## src/rtl/core/anbs_pkg.sv

```systemverilog
`default_nettype none

package anbs_pkg;

  localparam int unsigned WinBytes = 5;
  localparam int unsigned QueueDepth = 2;

  typedef enum logic [2:0] {
    PH_AWAIT = 3'b001,
    PH_UNIT  = 3'b010,
    PH_ERROR = 3'b100
  } phase_t;

  localparam logic [2:0] CodeNone  = 3'd0;
  localparam logic [2:0] CodeShort = 3'd3;
  localparam logic [2:0] CodeLong  = 3'd4;

  typedef struct packed {
    logic [7:0] data_byte;
    logic       final_byte;
  } in_item_t;

  typedef struct packed {
    logic [7:0] out_byte;
    logic       unit_first;
    logic       unit_last;
    logic [2:0] code_length;
    logic       stream_error;
    logic       run_end;
  } out_item_t;

  typedef logic [WinBytes-1:0][7:0] win_t;

  // One queued job: a window to decide, either its head only or all of it.
  typedef struct packed {
    win_t       win;
    logic [2:0] avail;
    logic       flush;
    logic [1:0] skip;
    phase_t     phase;
  } job_t;

  typedef struct packed {
    logic       first;
    logic       last;
    logic [2:0] len;
    logic       err;
    logic [1:0] skip;
    phase_t     phase;
  } head_t;

  function automatic logic [2:0] code_at(input logic [7:0] b0, input logic [7:0] b1,
                                         input logic [7:0] b2, input logic [7:0] b3,
                                         input logic [2:0] avail);
    logic [2:0] len;
    len = CodeNone;
    if (avail >= 3'd3 && b0 == 8'd0 && b1 == 8'd0) begin
      if (b2 == 8'd1) begin
        len = CodeShort;
      end else if (avail >= 3'd4 && b2 == 8'd0 && b3 == 8'd1) begin
        len = CodeLong;
      end
    end
    return len;
  endfunction

  // Decide the oldest byte of the window, avail >= 1.
  function automatic head_t decide_head(input win_t w, input logic [2:0] avail,
                                        input logic [1:0] skip, input phase_t phase);
    head_t h;
    h.first = 1'b0;
    h.len   = CodeNone;
    h.err   = 1'b0;
    h.skip  = skip;
    h.phase = phase;
    if (skip != 2'd0) begin
      h.skip = skip - 2'd1;
    end else begin
      h.len = code_at(w[0], w[1], w[2], w[3], avail);
      if (h.len == CodeNone && phase != PH_UNIT) begin
        h.err = 1'b1;
      end else if (h.len != CodeNone) begin
        h.first = 1'b1;
        h.skip  = h.len[1:0] - 2'd1;
        h.phase = PH_UNIT;
      end
    end
    if (h.skip != 2'd0) begin
      h.last = 1'b0;
    end else if (avail >= 3'd2) begin
      h.last = code_at(w[1], w[2], w[3], w[4], avail - 3'd1) != CodeNone;
    end else begin
      h.last = 1'b1;
    end
    return h;
  endfunction

endpackage

`default_nettype wire

```

## src/rtl/core/anbs_front.sv

```systemverilog
`default_nettype none

module anbs_front
  import anbs_pkg::*;
(
  input  wire logic     clk,
  input  wire logic     rst_n,
  input  wire logic     in_fire,
  input  wire in_item_t in_item,
  output logic          push,
  output job_t          push_job
);

  logic [3:0][7:0] look_r, look_nxt;
  logic [2:0]      held_r, held_nxt;
  phase_t          phase_r, phase_nxt;
  logic [1:0]      skip_r, skip_nxt;

  win_t       win;
  logic [2:0] avail;
  head_t      head;

  always_comb begin
    for (int i = 0; i < WinBytes; i++) begin
      if (3'(i) < held_r) begin
        win[i] = look_r[i];
      end else if (3'(i) == held_r) begin
        win[i] = in_item.data_byte;
      end else begin
        win[i] = 8'd0;
      end
    end
  end

  assign avail = held_r + 3'd1;
  assign head  = decide_head(win, avail, skip_r, phase_r);

  always_comb begin
    look_nxt       = look_r;
    held_nxt       = held_r;
    phase_nxt      = phase_r;
    skip_nxt       = skip_r;
    push           = 1'b0;
    push_job.win   = win;
    push_job.avail = avail;
    push_job.flush = in_item.final_byte;
    push_job.skip  = skip_r;
    push_job.phase = phase_r;
    if (in_fire) begin
      if (phase_r == PH_ERROR) begin
        // drop bytes until the end of the stream
        if (in_item.final_byte) begin
          held_nxt  = 3'd0;
          phase_nxt = PH_AWAIT;
          skip_nxt  = 2'd0;
        end
      end else if (in_item.final_byte) begin
        push      = 1'b1;
        held_nxt  = 3'd0;
        phase_nxt = PH_AWAIT;
        skip_nxt  = 2'd0;
      end else if (avail == 3'(WinBytes)) begin
        push = 1'b1;
        if (head.err) begin
          phase_nxt = PH_ERROR;
          held_nxt  = 3'd0;
        end else begin
          phase_nxt = head.phase;
          skip_nxt  = head.skip;
          for (int i = 0; i < 4; i++) begin
            look_nxt[i] = win[i+1];
          end
        end
      end else begin
        look_nxt = win[3:0];
        held_nxt = avail;
      end
    end
  end

  always_ff @(posedge clk) begin
    if (!rst_n) begin
      held_r  <= 3'd0;
      phase_r <= PH_AWAIT;
      skip_r  <= 2'd0;
    end else begin
      held_r  <= held_nxt;
      phase_r <= phase_nxt;
      skip_r  <= skip_nxt;
    end
  end

  always_ff @(posedge clk) begin
    look_r <= look_nxt;
  end

endmodule

`default_nettype wire

```

## src/rtl/core/anbs_queue.sv

```systemverilog
`default_nettype none

module anbs_queue
  import anbs_pkg::*;
(
  input  wire logic clk,
  input  wire logic rst_n,
  input  wire logic push,
  input  wire job_t push_job,
  input  wire logic pop,
  output logic      full,
  output logic      empty,
  output job_t      head_job
);

  localparam int unsigned PtrW = $clog2(QueueDepth);

  job_t            mem_r [QueueDepth];
  logic [PtrW-1:0] wr_r, rd_r;
  logic [PtrW:0]   count_r;

  assign full     = count_r == (PtrW+1)'(QueueDepth);
  assign empty    = count_r == '0;
  assign head_job = mem_r[rd_r];

  always_ff @(posedge clk) begin
    if (!rst_n) begin
      wr_r    <= '0;
      rd_r    <= '0;
      count_r <= '0;
    end else begin
      if (push) begin
        wr_r <= (wr_r == PtrW'(QueueDepth - 1)) ? '0 : wr_r + 1'b1;
      end
      if (pop) begin
        rd_r <= (rd_r == PtrW'(QueueDepth - 1)) ? '0 : rd_r + 1'b1;
      end
      if (push && !pop) begin
        count_r <= count_r + 1'b1;
      end else if (pop && !push) begin
        count_r <= count_r - 1'b1;
      end
    end
  end

  always_ff @(posedge clk) begin
    if (push) begin
      mem_r[wr_r] <= push_job;
    end
  end

endmodule

`default_nettype wire

```

## src/rtl/core/anbs_back.sv

```systemverilog
`default_nettype none

module anbs_back
  import anbs_pkg::*;
(
  input  wire logic clk,
  input  wire logic rst_n,
  input  wire logic job_ready,
  input  wire job_t job,
  output logic      pop,
  output logic      out_valid,
  input  wire logic out_stall,
  output out_item_t out_data
);

  logic [2:0] pos_r;
  logic [1:0] skip_r;
  phase_t     phase_r;
  logic       valid_r;
  out_item_t  data_r;

  win_t       win;
  logic [2:0] avail;
  logic [1:0] cur_skip;
  phase_t     cur_phase;
  head_t      head;
  logic       step;
  logic       done;
  out_item_t  res;

  // first step of a job takes its state from the job, later steps carry their own
  assign cur_skip  = (pos_r == 3'd0) ? job.skip : skip_r;
  assign cur_phase = (pos_r == 3'd0) ? job.phase : phase_r;
  assign win       = job.win >> {pos_r, 3'b000};
  assign avail     = job.avail - pos_r;
  assign head      = decide_head(win, avail, cur_skip, cur_phase);

  assign step = job_ready && (!valid_r || !out_stall);
  assign done = head.err || !job.flush || (avail == 3'd1);
  assign pop  = step && done;

  always_comb begin
    if (head.err) begin
      res              = '0;
      res.stream_error = 1'b1;
      res.run_end      = 1'b1;
    end else begin
      res.out_byte     = win[0];
      res.unit_first   = head.first;
      res.unit_last    = head.last;
      res.code_length  = head.len;
      res.stream_error = 1'b0;
      res.run_end      = done;
    end
  end

  always_ff @(posedge clk) begin
    if (!rst_n) begin
      pos_r   <= 3'd0;
      skip_r  <= 2'd0;
      phase_r <= PH_AWAIT;
      valid_r <= 1'b0;
    end else begin
      if (step) begin
        valid_r <= 1'b1;
        if (done) begin
          pos_r <= 3'd0;
        end else begin
          pos_r   <= pos_r + 3'd1;
          skip_r  <= head.skip;
          phase_r <= head.phase;
        end
      end else if (!out_stall) begin
        valid_r <= 1'b0;
      end
    end
  end

  always_ff @(posedge clk) begin
    if (step) begin
      data_r <= res;
    end
  end

  assign out_valid = valid_r;
  assign out_data  = data_r;

endmodule

`default_nettype wire

```

## src/rtl/core/annexb_nal_unit_splitter.sv

```systemverilog
`default_nettype none
// Channel   Ports                          Beat
// input     in_valid, in_stall, in_data    one stream byte, final flag
// result    out_valid, out_stall, out_data one re-emitted byte or an error
//
// A byte is taken every cycle while the job queue has room; the front holds
// up to four bytes back and pushes one job per byte once five are known.
// A final byte flushes the window: up to five results, one per unstalled cycle
// from the back end, through one output register.
// Reset (rst_n low, synchronous) empties window, queue and output register.
// out_stall holds the back end; the two-entry queue then fills and in_stall rises.

module annexb_nal_unit_splitter
  import anbs_pkg::*;
(
  input  wire logic      clk,
  input  wire logic      rst_n,
  input  wire logic      in_valid,
  output logic           in_stall,
  input  wire in_item_t  in_data,
  output logic           out_valid,
  input  wire logic      out_stall,
  output out_item_t      out_data
);

  logic q_full;
  logic q_empty;
  logic push;
  logic pop;
  job_t push_job;
  job_t head_job;

  assign in_stall = q_full;

  anbs_front u_front (
    .clk      (clk),
    .rst_n    (rst_n),
    .in_fire  (in_valid && !q_full),
    .in_item  (in_data),
    .push     (push),
    .push_job (push_job)
  );

  anbs_queue u_queue (
    .clk      (clk),
    .rst_n    (rst_n),
    .push     (push),
    .push_job (push_job),
    .pop      (pop),
    .full     (q_full),
    .empty    (q_empty),
    .head_job (head_job)
  );

  anbs_back u_back (
    .clk       (clk),
    .rst_n     (rst_n),
    .job_ready (!q_empty),
    .job       (head_job),
    .pop       (pop),
    .out_valid (out_valid),
    .out_stall (out_stall),
    .out_data  (out_data)
  );

endmodule

`default_nettype wire

```

## config.mk

```make
export PLATFORM = sky130hd
export DESIGN_NAME = annexb_nal_unit_splitter
export DESIGN_NICKNAME = d
export VERILOG_FILES = /design/src/rtl/core/anbs_pkg.sv /design/src/rtl/core/anbs_front.sv /design/src/rtl/core/anbs_queue.sv /design/src/rtl/core/anbs_back.sv /design/src/rtl/core/annexb_nal_unit_splitter.sv
export SDC_FILE = /design/constraint.sdc
export NUM_CORES = 1
export LEC_CHECK = 0
export BUFFER_PORTS_ARGS = -buffer_cell sky130_fd_sc_hd__buf_4
export CAP_MARGIN = 20
export CORE_MARGIN = 8
export CORE_UTILIZATION = 67
export DETAILED_ROUTE_END_ITERATION = 8
export HOLD_SLACK_MARGIN = 0.12
export PLACE_DENSITY = 0.85
export SLEW_MARGIN = 20
export SYNTH_ARGS = -nofsm -noshare
export SYNTH_HDL_FRONTEND = slang
export SYNTH_SLANG_ARGS = --single-unit
```

## constraint.sdc

```tcl
create_clock -name clk -period 10.25 [get_ports clk]
set_input_delay 1.5375 -clock clk [delete_from_list [all_inputs] [get_ports clk]]
set_output_delay 1.5375 -clock clk [all_outputs]
set_load 0.1 [all_outputs]
```

**After elaboration in Yosys (flattened, before gate mapping)**

Memory sizes are Yosys's and may differ from the RTL's. A register that Yosys moved wholly into a read port is not among the register bits.
Cells that the tools add are included.

- Add/sub/neg operators: 12
- Order comparisons: 12
- Equal/unequal tests: 23
- Shift operators: 1
- Muxes and demuxes: 72
- Bitwise operators: 3
- Reductions and logical operators: 59

Operators with widths:

| kind | number |
|---|---|
| 2-to-1 mux 3 bit | 27 |
| 2-to-1 mux 8 bit | 10 |
| 2-to-1 mux 32 bit | 2 |
| zero test 8 bit | 7 |
| == test 8 x 1 -> 1 bit, second input constant | 5 |
| >> shifter 40 x 6 -> 40 bit | 1 |
| 2-to-1 mux 2 bit | 11 |
| 2-to-1 mux 5 bit | 4 |
| logical AND 1 bit | 19 |
| 2-to-1 mux 1 bit | 18 |
| inequality test 3 x 2 -> 1 bit, second input constant | 6 |
| nonzero test 3 bit | 5 |
| greater-or-equal comparator 3 x 2 -> 1 bit, second input constant | 4 |
| zero test 3 bit | 4 |
| AND reduction 6 bit | 2 |
| nonzero test 2 bit | 5 |
| subtractor 2 x 1 -> 2 bit, second input constant | 5 |
| greater-or-equal comparator 3 bit, second input constant | 3 |
| zero test 1 bit | 7 |
| adder 3 x 1 -> 3 bit, second input constant | 2 |
| == test 2 x 3 -> 1 bit, first input constant | 2 |
| == test 3 bit, second input constant | 2 |
| less-than comparator 1 x 3 -> 1 bit, first input constant | 2 |
| less-than comparator 2 x 3 -> 1 bit, first input constant | 2 |
| 19 further kinds | 27 |

- Register bits after elaboration: 68
- RAM bits: 98
- Input bits: 13
- Output and inout bits: 17
- Word-level logic and storage cells: 203
- Memories kept: 1

Memories:

| memory | words | width | read ports | clocked after memory_dff | write ports | line | text |
|---|---|---|---|---|---|---|---|
| u_queue.mem_r | 2 | 49 | 1 | 1 | 1 | anbs_queue.sv:18 | `job_t mem_r [QueueDepth];` |

**Depth between registers and ports, before layout**

Gate-level depths: netlist (run 1).

- Depth after elaboration: 18
- Gate-level depth with buffers: 21
- Mapped depth without buffers: 16

**Cells and area by module**

From an unflattened synthesis (run 1), not the netlist that was laid out.

- Cell total of the unflattened synthesis: 721
- Area, all modules: 8,464.4 sq um

Modules (own cells, without submodules):

| module | instances | cells each | area an instance (sq um) | seq. area each (sq um) |
|---|---|---|---|---|
| anbs_queue | 1 | 174 | 3,751.1 | 3,042.9 |
| anbs_front | 1 | 325 | 2,751.4 | 1,121.1 |
| anbs_back | 1 | 220 | 1,944.4 | 600.6 |
| annexb_nal_unit_splitter | 1 | 2 | 17.5 | 0.0 |

**Worst setup path before layout (run 1)**

OpenSTA, ideal clock, no wires.

- Kind: in2reg
- Start: input in_valid
- End: memory u_queue.mem_r[0][0] (netlist bit) (enable)
- Setup time: 516 ps
- Data arrival time: 5,311 ps
- Required time: 9,734 ps
- Path slack: 4,423 ps
- Stages: 4
- Buffers on the path: 1
- Cells stage by stage: and2_1 clkbuf_1 nand2_1 nor3_1

- Word-level cells in the longest chain between the ends: 4

Ends and longest elaborated chain:

| what | line | text |
|---|---|---|
| start, declared | annexb_nal_unit_splitter.sv:18 | `input wire logic in_valid,` |
| logical AND 1 bit | annexb_nal_unit_splitter.sv:38 | `.in_fire (in_valid && !q_full),` |
| 2-to-1 mux 1 bit | anbs_front.sv:49 | `if (in_fire) begin` |
| 2-to-1 mux 1 bit | anbs_queue.sv:47 | `if (push) begin` |
| 2-to-1 mux 1 bit (implied by the code) | anbs_queue.sv:48 | `mem_r[wr_r] <= push_job;` |
| end, declared | anbs_queue.sv:18 |  |

No other way between the ends.

==> run_results.csv, run 1 <==
group,metric,value,unit
status,status,"complete, no violations",
cells_and_area,finalNetCount,750,
power_and_ir_drop,ir_drop,0.000158,V
synth,ys_seq_area_share,58.2,%
cells_and_area,drive_gt1_share,12.9,%
routing,viasPerCell,6.80,
worst_setup_path,worstRegToRegCells,16,
sta,slew_violations,0,
grt,grt_util_all_layers,24.7,%
cells_and_area,area_growth_syn_to_layout,10.3,%
synth,yosysTopAreaCell,"edfxtp_1",
floorplanning,design.core.area,0.0120,mm²
worst_setup_path,timing.setup.critical_path_class,"flip-flop to flip-flop",
clock_tree,cts_tree,"yes",
sta,fin_crit_sh,48.2,%
hold_path,hold_class,"flip-flop to flip-flop",
floorplanning,ios,30,
grt,grt_max_degree,57,
synth,synthArstFlopShare,0,%
synth,syn_avg_cell_area,11.5,µm²
synth,netlist_instances,712,
floorplanning,dieArea,0.0160,mm²
power_and_ir_drop,total_power,2.32,mW
clock_tree,cts-root-buf,"clkbuf_16",
floorplanning,rows,40,
routing,drc,0,
clock_tree,cts_resized,0,
worst_setup_path,r2r_slack,5310,ps
clock_tree,cts_max_level,4,
floorplanning,initial_core_util,68.4,%
synth,synth-simple-area-share,14.9,%
clock_tree,ctsHoldBuffers,0,
sta,period_needed,4940,ps
synth,syn-num-nets,739,
grt,grt_pass1_wl,30800,µm
grt,overflow,0,
place,port_buffers,29,
power_and_ir_drop,seq_power_share,39.0,%
routing,ant_nets,0,
synth,synthXorXnorAreaFrac,0.642,%
routing,first_pass_iters,6,
routing,routed_wl,19300,µm
clock_tree,clk_latency,440,ps
routing,via_count,6001,
grt,antenna_found_initial,0,
synth,synth_mux_area_share,7.22,%
power_and_ir_drop,swShare,38.6,%
place,gp_congestion,0.951,
sta,timing.fmax,0.203,GHz
worst_setup_path,worst_setup_path_start_kind,"flip-flop",
synth,synth_fa_ha_area_share,2.23,%
routing,wl_per_cell,21.8,µm
floorplanning,dieWidth,127,µm
hold_path,min_to,"u_back.phase_r[2]",
hold_path,min_path_cells,2,
power_and_ir_drop,p_int,1.42,mW
worst_setup_path,required,10600,ps
floorplanning,die_y,127,µm
sta,hold_violations,0,
worst_setup_path,critPathMaxFanout,56,
clock_tree,clk_pin_slew,60,ps
clock_tree,numCtsBuffers,17,
synth,synthTopCellsByArea,"edfxtp_1 53%, dfxtp_1 5.4%, mux2i_1 5.0%, nand2_1 2.7%, nor2_1 2.7%",
job,drv_cap,0,
power_and_ir_drop,pwr-share-clk,26.7,%
synth,synth_top_area_share,52.8,%
synth,netlist_area,0.00818,mm²
clock_tree,cts_buffer_depth,2,
sta,skew,7.64,ps
grt,grt_pass1_vias,5792,
synth,synth_compound_area_share,12.8,%
synth,ys_seq_elements,166,
worst_setup_path,cp-end-kind,"flip-flop",
hold_path,hp-start,"u_back.phase_r[2]",
sta,slew_headroom,32.1,%
power_and_ir_drop,p_leak,3.25,nW
clock_tree,clock_sinks,166,
synth,yosysUniqueCellTypes,70,
power_and_ir_drop,switchingPower,0.896,mW
worst_setup_path,r2r-end,"u_queue.count_r[1]",
sta,tightest_slew,1020,ps
power_and_ir_drop,combPwrFrac,34.3,%
sta,rsz0062_at_grt,"false",
worst_setup_path,critPathArrivalTime,5290,ps
clock_tree,cts_setup_buffers,0,
synth,synth_top_family_by_area,"simple AND/OR/NAND/NOR gates",
place,dp_hpwl,12800,µm
synth,ys_dominant_reg_cell,"edfxtp_1",
synth,synth_warnings,0,
sta,setup_viol,0,
routing,first_iter_violations,957,
synth,synth-edff-count,144,
cells_and_area,n_antenna_cell,0,
sta,totalNegativeSetupSlack,0,ps
power_and_ir_drop,p_per_area,257,mW/mm²
cell usage after synthesis (all sizes together) (6+ instances only):
library cell  count
mux2i            41
o31ai             8
a31oi             8
or3               6
nor2             59
and3              9
ha               13
nand3             9
nor3             15
dfxtp            22
nor4             20
nand2b            7
a211oi            8
a22oi             8
clkbuf           30
a21oi            42
nand2            59
nor2b             9
buf              13
a22o              8
inv              35
mux2              6
o21ai            31
and2             12
o22ai            10
edfxtp          144
critical path, cell delays in order (launching register included):
cell,delay (ps)
dfxtp_2,310
buf_4,610
mux2i_1,270
ha_1,170
inv_1,50
fa_1,370
xnor2_1,140
xnor2_1,420
a211o_1,170
nand2_1,50
or4_4,580
o31ai_4,440
or2b_1,330
nand2_1,90
ha_1,250
or3_1,370
a21oi_1,170
layout make-up:
class,count,area [µm²]
fill,723,2940
tap,147,184
clock buffer,18,429
timing repair buffer,35,263
inverter,36,135
sequential,166,4770
clock inverter,14,139
multi-input combinational,467,3110
cell usage in the layout, fill, tap and decap left out, types with 10 or more instances in the layout:
cell,count
edfxtp_1,144
a21oi_1,40
nor2_1,59
dfxtp_1,21
and2_1,11
inv_1,34
clkbuf_16,17
o22ai_1,10
ha_1,13
nand2_1,59
mux2i_1,41
buf_4,35
o21ai_0,31
nor3_1,14
nor4_1,19
cell families (layout without fill, tap and decap cells):
family	Yosys count	in the layout
muxes	52	52
DFF	166	166
adders and majority gates	14	14
and+or+nand+nor	237	237
xor gates and xnor gates	6	6
buffers and inverters	79	103
AOI/OAI and AO/OA	158	158
sequential cells by signal (all words and copies together) (netlist names), 2 cells and up, named ones only:
register and cells:
u_back.out_data 14, u_back.phase_r 3, u_back.pos_r 3, u_back.skip_r 2, u_front.held_r 3, u_front.look_r 32
u_front.phase_r 3, u_front.skip_r 2, u_queue.count_r 2, u_queue.mem_r 98
power by group through the flow:
stage	Combinational (mW)	Clock, mW	Sequential (mW)
CTS	0.791	0.623	0.903
finish	0.795	0.619	0.904
detailed placement	0.782	0	0.915
floorplan	0.434	0	1.10
global route	0.847	0.649	0.913
global placement	0.765	0	0.910
how the worst max path moves through the flow:
stage                    from             endpoint  slack (ps)  cells past startpoint
finish              flip-flop   u_queue.count_r[1]        5310                     16
detailed placement  flip-flop   u_queue.count_r[1]        5360                     16
floorplan            in_valid  u_queue.mem_r[0][0]        4420                      4
global placement    flip-flop   u_queue.count_r[1]        5600                     16
CTS                 flip-flop   u_queue.count_r[1]        5350                     16
global route        flip-flop   u_queue.count_r[1]        5080                     16
layer usage:
layer / global-route usage (%) / wire [µm] / vias up
li1: - / - / 2709
met1: 32.7 / 7720 / 2825
met2: 38.3 / 8950 / 402
met3: 5.07 / 1830 / 65
met4: 11.8 / 770 / 0
met5: 0 / 0 / -
stage by stage:
stage | worst slack [ps] | area [µm²] | instances | util (%) | hold slack, ps
2_1_floorplan | 4420 | 8180 | 712 | - | 447
3_3_place_gp | 5600 | 8460 | 851 | 70.7 | 461
3_5_place_dp | 5360 | 8460 | 851 | 70.7 | 472
4_1_cts | 5350 | 9020 | 883 | 75.4 | 482
5_1_grt | 5080 | 9030 | 883 | 75.5 | 507
6_report | 5310 | 9030 | 883 | 75.5 | 484
(Power assumes the default switching activity.)
==> run 2, diff against run 1 <==
--- a/config.mk
+++ b/config.mk
@@ -8,10 +8,10 @@
 export BUFFER_PORTS_ARGS = -buffer_cell sky130_fd_sc_hd__buf_4
 export CAP_MARGIN = 20
 export CORE_MARGIN = 8
-export CORE_UTILIZATION = 67
+export CORE_UTILIZATION = 56
 export DETAILED_ROUTE_END_ITERATION = 8
 export HOLD_SLACK_MARGIN = 0.12
-export PLACE_DENSITY = 0.85
+export PLACE_DENSITY = 0.76
 export SLEW_MARGIN = 20
 export SYNTH_ARGS = -nofsm -noshare
 export SYNTH_HDL_FRONTEND = slang
==> constraint.sdc (replaced) <==
create_clock -name clk -period 4 [get_ports clk]
set_input_delay 0.6 -clock clk [delete_from_list [all_inputs] [get_ports clk]]
set_output_delay 0.6 -clock clk [all_outputs]
set_load 0.1 [all_outputs]
==> run 2 against run 1 <==
Against the previous run:
- critical path depth down 5
- clock power up 150%
- worst hold slack got worse by 73 ps
- non-clock buffer count increased by 18
- via count is 0.55% lower
- power grew to 2.6 times the previous value
- clock skew grew 2.3 ps
- worst setup slack worse by 5100 ps
- first-iteration DRC count fell by 20%
- sequential cell count stayed put
- critical path type unchanged
==> run_results.csv, run 2 (synthesis results as in run 1) <==
group,metric,value,unit
status,status,"complete, no violations",
cells_and_area,final_cell_area,0.00926,mm²
worst_setup_path,critPathMaxStageDelay,570,ps
worst_setup_path,path_delay_family,"simple AND/OR/NAND/NOR gates",
routing,dr_wl_met3,1390,µm
floorplanning,ios,30,
cells_and_area,largest_register_ff_count,98,
power_and_ir_drop,switchingPower,2.28,mW
sta,rsz0062_at_grt,"false",
sta,tightest_slew,935,ps
worst_setup_path,r2r-end,"u_queue.count_r[1]",
clock_tree,numCtsBuffers,17,
floorplanning,die_y,137,µm
worst_setup_path,slowest_stage,"or4_4",
sta,slew_headroom,37.3,%
sta,holdWs,411,ps
place,port_buffers,29,
cells_and_area,regMostFlops,"u_queue.mem_r",
power_and_ir_drop,p_leak,3.35,nW
clock_tree,clock_sinks,166,
worst_setup_path,crit_buf_inv,1,
cells_and_area,finalNetCount,768,
clock_tree,cts_tree,"yes",
hold_path,min_to,"u_queue.mem_r[1][5]",
grt,grt_util_all_layers,21.9,%
clock_tree,clk_latency,430,ps
hold_path,hp-start,"in_data[0]",
routing,wl_met1,8640,µm
hold_path,min_path_cells,1,
worst_setup_path,timing.setup.critical_path_class,"flip-flop to flip-flop",
routing,drc,0,
clock_tree,cts_buffer_depth,2,
grt,grt_max_degree,54,
routing,wl_per_cell,20.9,µm
sta,skew,9.92,ps
clock_tree,cts-root-buf,"clkbuf_16",
clock_tree,ctsHoldBuffers,0,
floorplanning,dieArea,0.0187,mm²
worst_setup_path,critPathArrivalTime,4140,ps
worst_setup_path,worstRegToRegCells,11,
cells_and_area,final_common_cell,"edfxtp_1",
routing,first_iter_violations,770,
power_and_ir_drop,ir_drop,0.000409,V
sta,timing.fmax,0.264,GHz
power_and_ir_drop,p_int,3.68,mW
place,gp_congestion,0.956,
floorplanning,dieWidth,137,µm
power_and_ir_drop,swShare,38.2,%
floorplanning,initial_core_util,56.7,%
power_and_ir_drop,pwr-share-clk,25.8,%
sta,setup_viol,0,
worst_setup_path,worst_setup_path_start_kind,"flip-flop",
floorplanning,design.core.area,0.0144,mm²
grt,antenna_found_initial,0,
cells_and_area,layoutNonFillerInstCount,938,
sta,hold_violations,0,
grt,grt_pass1_vias,5757,
worst_setup_path,cp-end-kind,"flip-flop",
worst_setup_path,path_cells,"buf_12 > mux4_2 > a211oi_1 > nand2_1 > or4_4 > o31ai_4 > or2b_1 > nand2_2 > ha_4 > or3_1 > a21oi_1",
clock_tree,cts_setup_buffers,0,
place,dp_hpwl,14100,µm
job,drv_cap,0,
sta,fin_crit_sh,94.6,%
sta,slew_violations,0,
power_and_ir_drop,seq_power_share,38.5,%
cells_and_area,layout_common_cells,"144 x edfxtp_1, 59 x nor2_1, 58 x nand2_1",
routing,top_layer,"met4",
routing,wl_met2,9110,µm
power_and_ir_drop,combPwrFrac,35.7,%
cells_and_area,drive_gt1_share,15.9,%
floorplanning,rows,44,
grt,overflow,0,
hold_path,hold_class,"input port to flip-flop",
cells_and_area,area_growth_syn_to_layout,13.2,%
routing,ant_nets,0,
place,placed_cells,906,
clock_tree,cts_max_level,4,
worst_setup_path,critPathMaxFanout,53,
grt,grt_pass1_wl,31300,µm
power_and_ir_drop,p_per_area,643,mW/mm²
worst_setup_path,required,4350,ps
worst_setup_path,r2r_slack,220,ps
cells_and_area,n_antenna_cell,0,
clock_tree,clk_pin_slew,60,ps
routing,via_count,5968,
clock_tree,cts_resized,0,
routing,viasPerCell,6.36,
sta,period_needed,3780,ps
routing,first_pass_iters,6,
place,place_area,0.00871,mm²
routing,routed_wl,19600,µm
run 2: cell count changes in the layout (fill, tap and decap cells not counted), moves of 2 or more:
cell,change
inv_8,-2
xnor2_1,-2
xnor2_2,+2
buf_12,+2
clkinvlp_4,+3
ha_1,-2
buf_4,+16
inv_6,-2
run 2: layout make-up:
type / instances / area, µm²
sequential: 166 / 4770
fill: 1111 / 5160
clock buffer: 18 / 429
multi-input combinational: 467 / 3150
clock inverter: 14 / 126
timing repair buffer: 53 / 423
inverter: 36 / 135
tap: 184 / 230
run 2: routing by layer:
metal / vias up / track usage (%)
met1: 2919 / 30.1
met5: - / 0
met3: 46 / 3.89
li1: 2743 / -
met2: 260 / 34.2
met4: 0 / 8.03
run 2: stage by stage:
step | TNS [ps] | setup WS (ps) | utilization (%) | power (mW)
2_1_floorplan | -197 | -197 | - | 3.99
3_3_place_gp | 0 | 378 | 60.4 | 4.39
3_5_place_dp | 0 | 276 | 60.4 | 4.43
4_1_cts | 0 | 223 | 64.2 | 5.96
5_1_grt | 0 | 68.7 | 64.2 | 6.20
6_report | 0 | 216 | 64.2 | 5.95
run 2: worst max path at each step:
stage	from	to	depth (start not counted)
3_3_place_gp	flip-flop	u_queue.count_r[1]	11
2_1_floorplan	flip-flop	u_queue.count_r[1]	20
6_report	flip-flop	u_queue.count_r[1]	11
5_1_grt	flip-flop	u_queue.count_r[1]	11
4_1_cts	flip-flop	u_queue.count_r[1]	11
3_5_place_dp	flip-flop	u_queue.count_r[1]	11
run 2: power groups by stage:
stage / Sequential, mW / Clock [mW] / Combinational, mW
finish: 2.29 / 1.54 / 2.12
global route: 2.32 / 1.62 / 2.27
CTS: 2.29 / 1.55 / 2.12
detailed placement: 2.33 / 0 / 2.10
global placement: 2.32 / 0 / 2.07
floorplan: 2.82 / 0 / 1.17
